[src/hdl/asfv_pkg.sv]
// ----------------------------------------------------------------------------
// Angle sensor filter package
// Opcodes, register indexes, sequencer states and shared helpers.
// ----------------------------------------------------------------------------
package asfv_pkg;

  localparam int unsigned DIV_W = 44;
  localparam int unsigned DEN_W = 32;
  localparam int unsigned CNT_W = 6;

  localparam logic [16:0] COEFF_ONE = 17'd32768;

  typedef enum logic [1:0] {
    OP_SAMPLE     = 2'd0,
    OP_SET_ANGLE  = 2'd1,
    OP_SET_OFFSET = 2'd2,
    OP_HOLD       = 2'd3
  } op_e;

  typedef enum logic [2:0] {
    CFG_GAIN   = 3'd0,
    CFG_BIAS   = 3'd1,
    CFG_RANGE  = 3'd2,
    CFG_ACOEFF = 3'd3,
    CFG_VCOEFF = 3'd4
  } cfg_idx_e;

  typedef enum logic [3:0] {
    ST_IDLE, ST_CAL, ST_OFS, ST_INST, ST_LPA1, ST_LPA2, ST_VEL, ST_DIVV,
    ST_VFLT, ST_LPV1, ST_LPV2, ST_REDA, ST_REDA_W, ST_REDI, ST_REDI_W, ST_OUT
  } state_e;

  typedef struct packed {
    logic             start;
    logic [CNT_W-1:0] nbits;
  } div_req_t;

  function automatic logic signed [31:0] sat32(input logic signed [49:0] v);
    logic signed [31:0] r;
    if (v > 50'sd2147483647) r = 32'sh7FFFFFFF;
    else if (v < -50'sd2147483648) r = 32'sh80000000;
    else r = v[31:0];
    return r;
  endfunction

  function automatic logic [15:0] clamp_coeff(input logic [15:0] v);
    logic [15:0] r;
    if ({1'b0, v} > COEFF_ONE) r = COEFF_ONE[15:0];
    else r = v;
    return r;
  endfunction

endpackage

[src/hdl/asfv_div.sv]
// ----------------------------------------------------------------------------
// Angle sensor filter divider
// Restoring unsigned divider, one quotient bit per cycle, MSB-aligned dividend.
// ----------------------------------------------------------------------------
module asfv_div (
  input  logic                        clk_i,
  input  logic                        rst_ni,
  input  asfv_pkg::div_req_t          req_i,
  input  logic [asfv_pkg::DIV_W-1:0]  dividend_i,
  input  logic [asfv_pkg::DEN_W-1:0]  divisor_i,
  output logic                        done_o,
  output logic [asfv_pkg::DIV_W-1:0]  quotient_o,
  output logic [asfv_pkg::DEN_W-1:0]  remainder_o
);
  import asfv_pkg::*;

  logic             busy_q, done_q;
  logic [CNT_W-1:0] cnt_q;
  logic [DIV_W-1:0] work_q;
  logic [DEN_W-1:0] rem_q, den_q;
  logic [DEN_W:0]   rem_sh;
  logic             ge;

  assign rem_sh = {rem_q, work_q[DIV_W-1]};
  assign ge     = rem_sh >= {1'b0, den_q};

  always_ff @(posedge clk_i or negedge rst_ni) begin
    if (!rst_ni) begin
      busy_q <= 1'b0;
      done_q <= 1'b0;
      cnt_q  <= '0;
    end else begin
      done_q <= 1'b0;
      if (req_i.start) begin
        busy_q <= 1'b1;
        cnt_q  <= req_i.nbits;
      end else if (busy_q) begin
        cnt_q <= cnt_q - CNT_W'(1);
        if (cnt_q == CNT_W'(1)) begin
          busy_q <= 1'b0;
          done_q <= 1'b1;
        end
      end
    end
  end

  always_ff @(posedge clk_i) begin
    if (req_i.start) begin
      work_q <= dividend_i;
      rem_q  <= '0;
      den_q  <= divisor_i;
    end else if (busy_q) begin
      work_q <= {work_q[DIV_W-2:0], ge};
      rem_q  <= ge ? DEN_W'(rem_sh - {1'b0, den_q}) : rem_sh[DEN_W-1:0];
    end
  end

  assign done_o      = done_q;
  assign quotient_o  = work_q;
  assign remainder_o = rem_q;

endmodule

[src/hdl/angle_sensor_filter_velocity.sv]
// ----------------------------------------------------------------------------
// Angle sensor filter with wrapped velocity
// Calibrates ADC words to Q16.16 degrees, low-pass filters angle and velocity.
//
//   channel | signals                                  | direction
//   in      | in_valid_i / in_stall_o + word fields    | to block
//   out     | out_valid_o / out_stall_i + word fields  | from block
//   cfg     | cfg_valid_i / cfg_ready_o, index, data   | to block
//
// A sample word runs calibration, angle filter, velocity division, velocity
// filter and two range reductions, each as needed; set and hold words go from
// calibration to the reductions. The 44-bit velocity division and two 32-bit
// range reductions share the one restoring divider. Idle lies between words.
// One word is in work at a time; the result waits in registers while
// out_stall_i is high. Registers are written only while idle.
// Reset clears all filter state, no clearing pass.
// ----------------------------------------------------------------------------
module angle_sensor_filter_velocity #(
  parameter int unsigned SAMPLE_BITS = 12
) (
  input  logic                    clk_i,
  input  logic                    rst_ni,
  input  logic                    in_valid_i,
  output logic                    in_stall_o,
  input  logic [1:0]              opcode_i,
  input  logic [SAMPLE_BITS-1:0]  raw_sample_i,
  input  logic [31:0]             time_ms_i,
  input  logic signed [31:0]      set_value_i,
  output logic                    out_valid_o,
  input  logic                    out_stall_i,
  output logic [30:0]             angle_wrapped_o,
  output logic signed [31:0]      angle_unwrapped_o,
  output logic [30:0]             instant_wrapped_o,
  output logic signed [47:0]      velocity_o,
  input  logic                    cfg_valid_i,
  output logic                    cfg_ready_o,
  input  logic [2:0]              cfg_index_i,
  input  logic [31:0]             cfg_data_i
);
  import asfv_pkg::*;

  state_e state_q, state_d;

  logic signed [31:0] gain_q, bias_q;
  logic [30:0]        range_q;
  logic [15:0]        acoeff_q, vcoeff_q;

  logic signed [31:0] zo_q, fa_q, prev_angle_q;
  logic               afr_q, vr_q, vfr_q;
  logic [31:0]        prev_time_q;
  logic signed [47:0] fv_q;

  op_e                    op_q;
  logic [SAMPLE_BITS-1:0] raw_q;
  logic [31:0]            time_q;
  logic signed [31:0]     setv_q, inst_q;
  logic signed [47:0]     prod_q, vel_q;
  logic signed [72:0]     acc_q;
  logic                   neg_q;
  logic [30:0]            aw_q, iw_q;

  logic signed [47:0] mul_a;
  logic signed [24:0] mul_b;
  logic signed [72:0] product;
  logic signed [72:0] acc_sum;
  logic signed [49:0] cal_sum;
  logic signed [31:0] cal;
  logic signed [32:0] dlt;
  logic signed [33:0] dwrap;
  logic signed [44:0] num, num_mag;
  logic [31:0]        dt;
  logic               vel_skip;
  logic signed [31:0] red_src;
  logic [31:0]        red_mag;
  logic [30:0]        red_res;

  div_req_t           div_req;
  logic [DIV_W-1:0]   div_dividend;
  logic [DEN_W-1:0]   div_divisor;
  logic               div_done;
  logic [DIV_W-1:0]   div_quot;
  logic [DEN_W-1:0]   div_rem;

  asfv_div u_div (
    .clk_i       (clk_i),
    .rst_ni      (rst_ni),
    .req_i       (div_req),
    .dividend_i  (div_dividend),
    .divisor_i   (div_divisor),
    .done_o      (div_done),
    .quotient_o  (div_quot),
    .remainder_o (div_rem)
  );

  assign product = mul_a * mul_b;
  assign acc_sum = acc_q + product;
  assign cal_sum = 50'(prod_q) + 50'(bias_q) - 50'(zo_q);
  assign cal     = sat32(cal_sum);

  assign dlt   = 33'(fa_q) - 33'(prev_angle_q);
  assign dt    = time_q - prev_time_q;
  assign vel_skip = !vr_q || (dt == '0);

  always_comb begin
    dwrap = 34'(dlt);
    if ($signed({dlt, 1'b0}) > $signed({3'b000, range_q})) begin
      dwrap = 34'(dlt) - $signed({3'b000, range_q});
    end else if ($signed({dlt, 1'b0}) < -$signed({3'b000, range_q})) begin
      dwrap = 34'(dlt) + $signed({3'b000, range_q});
    end
  end

  assign num     = (45'(dwrap) <<< 10) - (45'(dwrap) <<< 4) - (45'(dwrap) <<< 3);
  assign num_mag = (num < 0) ? -num : num;

  assign red_src = (state_q == ST_REDA) ? fa_q : inst_q;
  assign red_mag = red_src[31] ? 32'(-33'(red_src)) : red_src;
  assign red_res = (neg_q && (div_rem != '0)) ? 31'({1'b0, range_q} - div_rem)
                                              : div_rem[30:0];

  always_comb begin
    state_d = state_q;
    unique case (state_q)
      ST_IDLE:   if (in_valid_i) state_d = ST_CAL;
      ST_CAL:    state_d = ST_OFS;
      ST_OFS:    state_d = ST_INST;
      ST_INST: begin
        if (op_q != OP_SAMPLE) state_d = ST_REDA;
        else if (afr_q) state_d = ST_LPA1;
        else state_d = ST_VEL;
      end
      ST_LPA1:   state_d = ST_LPA2;
      ST_LPA2:   state_d = ST_VEL;
      ST_VEL:    state_d = vel_skip ? ST_VFLT : ST_DIVV;
      ST_DIVV:   if (div_done) state_d = ST_VFLT;
      ST_VFLT:   state_d = vfr_q ? ST_LPV1 : ST_REDA;
      ST_LPV1:   state_d = ST_LPV2;
      ST_LPV2:   state_d = ST_REDA;
      ST_REDA:   state_d = ST_REDA_W;
      ST_REDA_W: if (div_done) state_d = ST_REDI;
      ST_REDI:   state_d = ST_REDI_W;
      ST_REDI_W: if (div_done) state_d = ST_OUT;
      ST_OUT:    if (!out_stall_i) state_d = ST_IDLE;
      default:   state_d = ST_IDLE;
    endcase
  end

  always_comb begin
    mul_a        = '0;
    mul_b        = '0;
    div_req      = '0;
    div_dividend = '0;
    div_divisor  = {1'b0, range_q};
    unique case (state_q)
      ST_CAL: begin
        mul_a = 48'(gain_q);
        mul_b = $signed(25'(raw_q));
      end
      ST_LPA1: begin
        mul_a = 48'(inst_q);
        mul_b = $signed({8'b0, 1'b0, acoeff_q});
      end
      ST_LPA2: begin
        mul_a = 48'(fa_q);
        mul_b = $signed({8'b0, COEFF_ONE - {1'b0, acoeff_q}});
      end
      ST_LPV1: begin
        mul_a = vel_q;
        mul_b = $signed({8'b0, 1'b0, vcoeff_q});
      end
      ST_LPV2: begin
        mul_a = fv_q;
        mul_b = $signed({8'b0, COEFF_ONE - {1'b0, vcoeff_q}});
      end
      ST_VEL: begin
        div_req.start = !vel_skip;
        div_req.nbits = CNT_W'(DIV_W);
        div_dividend  = num_mag[DIV_W-1:0];
        div_divisor   = dt;
      end
      ST_REDA, ST_REDI: begin
        div_req.start = 1'b1;
        div_req.nbits = CNT_W'(DEN_W);
        div_dividend  = {red_mag, (DIV_W-DEN_W)'(0)};
      end
      default: begin
      end
    endcase
  end

  always_ff @(posedge clk_i or negedge rst_ni) begin
    if (!rst_ni) begin
      state_q      <= ST_IDLE;
      gain_q       <= 32'sd16777216;
      bias_q       <= '0;
      range_q      <= 31'd23592960;
      acoeff_q     <= COEFF_ONE[15:0];
      vcoeff_q     <= 16'd4915;
      zo_q         <= '0;
      fa_q         <= '0;
      afr_q        <= 1'b0;
      prev_angle_q <= '0;
      prev_time_q  <= '0;
      vr_q         <= 1'b0;
      fv_q         <= '0;
      vfr_q        <= 1'b0;
    end else begin
      state_q <= state_d;
      if (cfg_valid_i && cfg_ready_o) begin
        unique case (cfg_index_i)
          CFG_GAIN:   gain_q <= cfg_data_i;
          CFG_BIAS:   bias_q <= cfg_data_i;
          CFG_RANGE:  if (cfg_data_i[30:0] != '0) range_q <= cfg_data_i[30:0];
          CFG_ACOEFF: acoeff_q <= clamp_coeff(cfg_data_i[15:0]);
          CFG_VCOEFF: begin
            vcoeff_q <= clamp_coeff(cfg_data_i[15:0]);
            vfr_q    <= 1'b0;
          end
          default: begin
          end
        endcase
      end
      unique case (state_q)
        ST_OFS: begin
          if (op_q == OP_SET_ANGLE || op_q == OP_SET_OFFSET) begin
            zo_q <= (op_q == OP_SET_ANGLE)
                    ? sat32(50'(zo_q) + 50'(cal) - 50'(setv_q)) : setv_q;
            fa_q         <= setv_q;
            afr_q        <= 1'b1;
            vr_q         <= 1'b0;
            vfr_q        <= 1'b0;
            prev_angle_q <= '0;
            prev_time_q  <= '0;
            fv_q         <= '0;
          end
        end
        ST_INST: begin
          if (op_q == OP_SET_OFFSET || (op_q == OP_SAMPLE && !afr_q)) begin
            fa_q  <= cal;
            afr_q <= 1'b1;
          end
        end
        ST_LPA2: fa_q <= acc_sum[46:15];
        ST_VEL: begin
          prev_angle_q <= fa_q;
          prev_time_q  <= time_q;
          vr_q         <= 1'b1;
        end
        ST_VFLT: begin
          if (!vfr_q) begin
            fv_q  <= vel_q;
            vfr_q <= 1'b1;
          end
        end
        ST_LPV2: fv_q <= acc_sum[62:15];
        default: begin
        end
      endcase
    end
  end

  always_ff @(posedge clk_i) begin
    unique case (state_q)
      ST_IDLE: begin
        if (in_valid_i) begin
          op_q   <= op_e'(opcode_i);
          raw_q  <= raw_sample_i;
          time_q <= time_ms_i;
          setv_q <= set_value_i;
        end
      end
      ST_CAL:  prod_q <= product[55:8];
      ST_INST: inst_q <= cal;
      ST_LPA1, ST_LPV1: acc_q <= product;
      ST_VEL: begin
        neg_q <= num < 0;
        vel_q <= '0;
      end
      ST_DIVV: begin
        if (div_done) vel_q <= neg_q ? -$signed(48'(div_quot))
                                     : $signed(48'(div_quot));
      end
      ST_REDA, ST_REDI: neg_q <= red_src[31];
      ST_REDA_W: if (div_done) aw_q <= red_res;
      ST_REDI_W: if (div_done) iw_q <= red_res;
      default: begin
      end
    endcase
  end

  assign in_stall_o        = (state_q != ST_IDLE);
  assign out_valid_o       = (state_q == ST_OUT);
  assign angle_wrapped_o   = aw_q;
  assign angle_unwrapped_o = fa_q;
  assign instant_wrapped_o = iw_q;
  assign velocity_o        = fv_q;
  assign cfg_ready_o       = (state_q == ST_IDLE);

endmodule

[config.mk]
export PLATFORM = sky130hd
export DESIGN_NAME = angle_sensor_filter_velocity
export DESIGN_NICKNAME = d
export VERILOG_FILES = /design/src/hdl/asfv_pkg.sv /design/src/hdl/asfv_div.sv /design/src/hdl/angle_sensor_filter_velocity.sv
export SDC_FILE = /design/constraint.sdc
export NUM_CORES = 2
export LEC_CHECK = 0
export ABC_CLOCK_PERIOD_IN_PS = 31200
export BUFFER_PORTS_ARGS = -buffer_cell sky130_fd_sc_hd__clkbuf_2
export CORE_MARGIN = 4
export CORE_UTILIZATION = 40
export DETAILED_ROUTE_END_ITERATION = 10
export SYNTH_ARGS = -nofsm -noshare
export SYNTH_HDL_FRONTEND = slang
export SYNTH_SLANG_ARGS = --single-unit
[constraint.sdc]
create_clock -name clk_i -period 31.2 [get_ports clk_i]
set_clock_uncertainty 0.2 [all_clocks]
set_input_delay 6.24 -clock clk_i [delete_from_list [all_inputs] [get_ports clk_i]]
set_output_delay 6.24 -clock clk_i [all_outputs]
set_load 0.05 [all_outputs]
==> results_dict.tcl <==
set metrics [dict create \
    finalCritPeriodShare_pct 46.7 \
    worstSetupPathType "reg -> reg" \
    max_clock_freq_mhz 68.7 \
    violations "capacitance limit" \
    cts.sinks 758 \
    tns_ns 0 \
    r2r_slack_ns 16.64 \
    ant_nets 0 \
    path_clk_slew_ns 0.06 \
    hold_path_end "afr_q" \
    rows 168 \
    grt_overflow 0 \
    min_path_type "reg -> reg" \
    netlist_top_cells_area "fa_1 20%, edfxtp_1 14%, dfrtp_1 9.0%, ha_1 8.9%, inv_1 6.3%" \
    initial_core_util_pct 40.3 \
    yosysTopAreaCell "fa_1" \
    gp_routability_congestion 0.993 \
    drcViolationCount 0 \
    route.vias.total 74300 \
    syn_inst 9732 \
    die_h_um 468 \
    cts_buffers 95 \
    cts_setup_buffers 0 \
    rsz0062_at_grt "false" \
    grt_use_total_pct 30.9 \
    synth_area_um2 84700 \
    path_buf_inv 7 \
    setup_violations 0 \
    ys.flop_type "edfxtp_1" \
    core_area_um2 210000 \
    ys_ff_latch 758 \
    cts_buffer_depth 3 \
    hp-start "afr_q" \
    slew_headroom_pct 0.816 \
    grt_pass1_wl_um 500000 \
    slew_viol_final 0 \
    die-area_um2 219000 \
    holdBufCountCts 0 \
    cp-end-kind "flop" \
    nNetsFinal 11400 \
    worst_ep_arrival_time_ns 14.99 \
    via_per_inst 5.84 \
    reg2reg_to "velocity_o[47]" \
    die_w_um 468 \
    worst_path_largest_cell_delay_ns 0.87 \
    clock-root-buffer "clkbuf_16" \
    async_reset_ff_share_pct 42.0 \
    antenna_found_initial 29 \
    ys_top_cells_by_count "1430 x inv_1, 1206 x nand2_1, 872 x nor2_1" \
    portBuffers 262 \
    synth_edf_count 408 \
    dr.pass1.iters 6 \
    ios 263 \
    syn-num-nets 11300 \
    slowest_stage "dfrtp_1" \
    pre_cts_ws_ns 16.91 \
    clk-insertion-delay-late_ns 0.76 \
    worstSetupStartpointType "flop" \
    h-tree-depth 3 \
    cap_viol_max_count 1 \
    timing.rr.start "state_q[2]" \
    routed_wl_um 343000 \
    avgSynthCellArea_um2 8.70 \
    yosysUniqueCellTypes 105 \
    cts_tree "done" \
    cts_resized 0 \
    wl_per_cell_um 26.9 \
    worst_slack_ns 16.64 \
    drt_iter0_markers 8164 \
    min_period_ns 14.56 \
    cp_max_fo 45 \
    outcome "complete, but fails checks" \
    reg2reg_depth 47 \
    yosysMostFrequentCell "inv_1" \
    worst_pin_slew_ns 1.48 \
    layout-drive-gt1-share_pct 7.83 \
    crit_path_start "state_q[2]" \
    grt_max_degree 87 \
    hpwl_um 274000 \
    hold_violations 0 \
    whs_path_depth 2 \
    areaGrowthSynthToFinish_pct 9.55 \
    synth_top_area_share_pct 20.2 \
    yosys_warnings 0 \
    cp.required_ns 31.63 \
    yosysSeqAreaShare_pct 24.6 \
    cp_top_family "compound AO/OA/AOI/OAI gates" \
    first_global_vias 72300 \
]
-- through the flow --
stage	hold WS [ns]	instances	area, um^2	utilization, %
after detailed placement	0.268	12500	89500	42.6
final	0.279	12700	92800	44.1
after floorplan	0.240	9732	84700	-
after CTS	0.284	12700	92800	44.1
after global placement	0.262	12500	89500	42.6
after global routing	0.312	12700	92800	44.1
-- layer usage --
metal	global-route usage (%)	vias to the layer above	routed length [um]
li1	-	32900	-
met2	42.7	3697	137000
met5	0	-	131
met3	8.00	659	37400
met4	15.3	18	20500
met1	44.5	37000	149000
-- worst max path at each step --
stage,depth (start not counted),slack [ns],endpoint
3_5_place_dp,47,16.91,velocity_o[47]
5_1_grt,47,15.83,velocity_o[31]
4_1_cts,47,16.84,velocity_o[31]
6_report,47,16.64,velocity_o[47]
3_3_place_gp,46,17.02,velocity_o[47]
2_1_floorplan,43,18.81,velocity_o[47]
-- cells by family after synthesis --
group | Yosys count | share of synthesized area (%)
XOR/XNOR | 461 | 4.78
AND/OR/NAND/NOR | 2961 | 15.7
AO/OA/AOI/OAI | 2126 | 16.1
adder cells (fa/ha/maj) | 1454 | 29.0
flip-flops | 758 | 24.6
multiplexers | 117 | 1.50
buffers and inverters | 1855 | 8.24
-- worst reg2reg max path: cells and delay by family, from the launching register on --
kind	cells	cell delay [ns]
muxes	1	0.36
adders and majority gates	8	3.44
xor gates and xnor gates	3	0.56
AOI/OAI and AO/OA	17	4.91
DFF	1	0.87
buffers and inverters	7	1.49
and+or+nand+nor	11	2.61
-- cell usage in the layout (no fill, tap or decap), types with 47 or more instances in the layout --
master	netlist	layout
nor3_1	140	136
or3_1	57	57
inv_1	1430	1429
and2_1	50	48
nor2_1	872	863
a21o_1	205	205
edfxtp_1	408	408
nand2b_1	76	76
a22oi_1	114	114
o21a_1	76	75
a21oi_1	517	514
mux2_2	77	77
o211ai_1	59	59
a211oi_1	55	51
o21ai_0	544	542
ha_1	600	600
nand4_1	92	92
a31oi_1	70	70
o31ai_1	108	108
dfrtp_1	305	305
nor4_1	54	53
nand3_1	132	130
clkbuf_16	0	99
nor2b_1	74	74
o21bai_1	53	53
and3_1	48	47
buf_4	2	167
xor2_1	194	194
nand2_1	1206	1201
xnor2_1	266	266
fa_1	854	854
clkbuf_2	0	261
-- sequential cells by signal (all words and copies together) (netlist names), 44 cells and up --
register,cells
velocity_o,48
prod_q,48
acc_q,63
vel_q,48
u_div.quotient_o,44
-- final cells by class --
class / instances / area, um^2
multi-input cells: 7119 / 57100
repair buffers: 429 / 2570
diodes: 17 / 42.5
flip-flops and latches: 758 / 20900
inverters: 1433 / 5380
well taps: 2805 / 3510
fillers: 20800 / 117000
clock inverters: 47 / 584
clock buffers: 130 / 2710
Power is left out: the tool's default activity adds up to more than one toggle a clock period on the data nets, which glitch-free logic cannot reach.
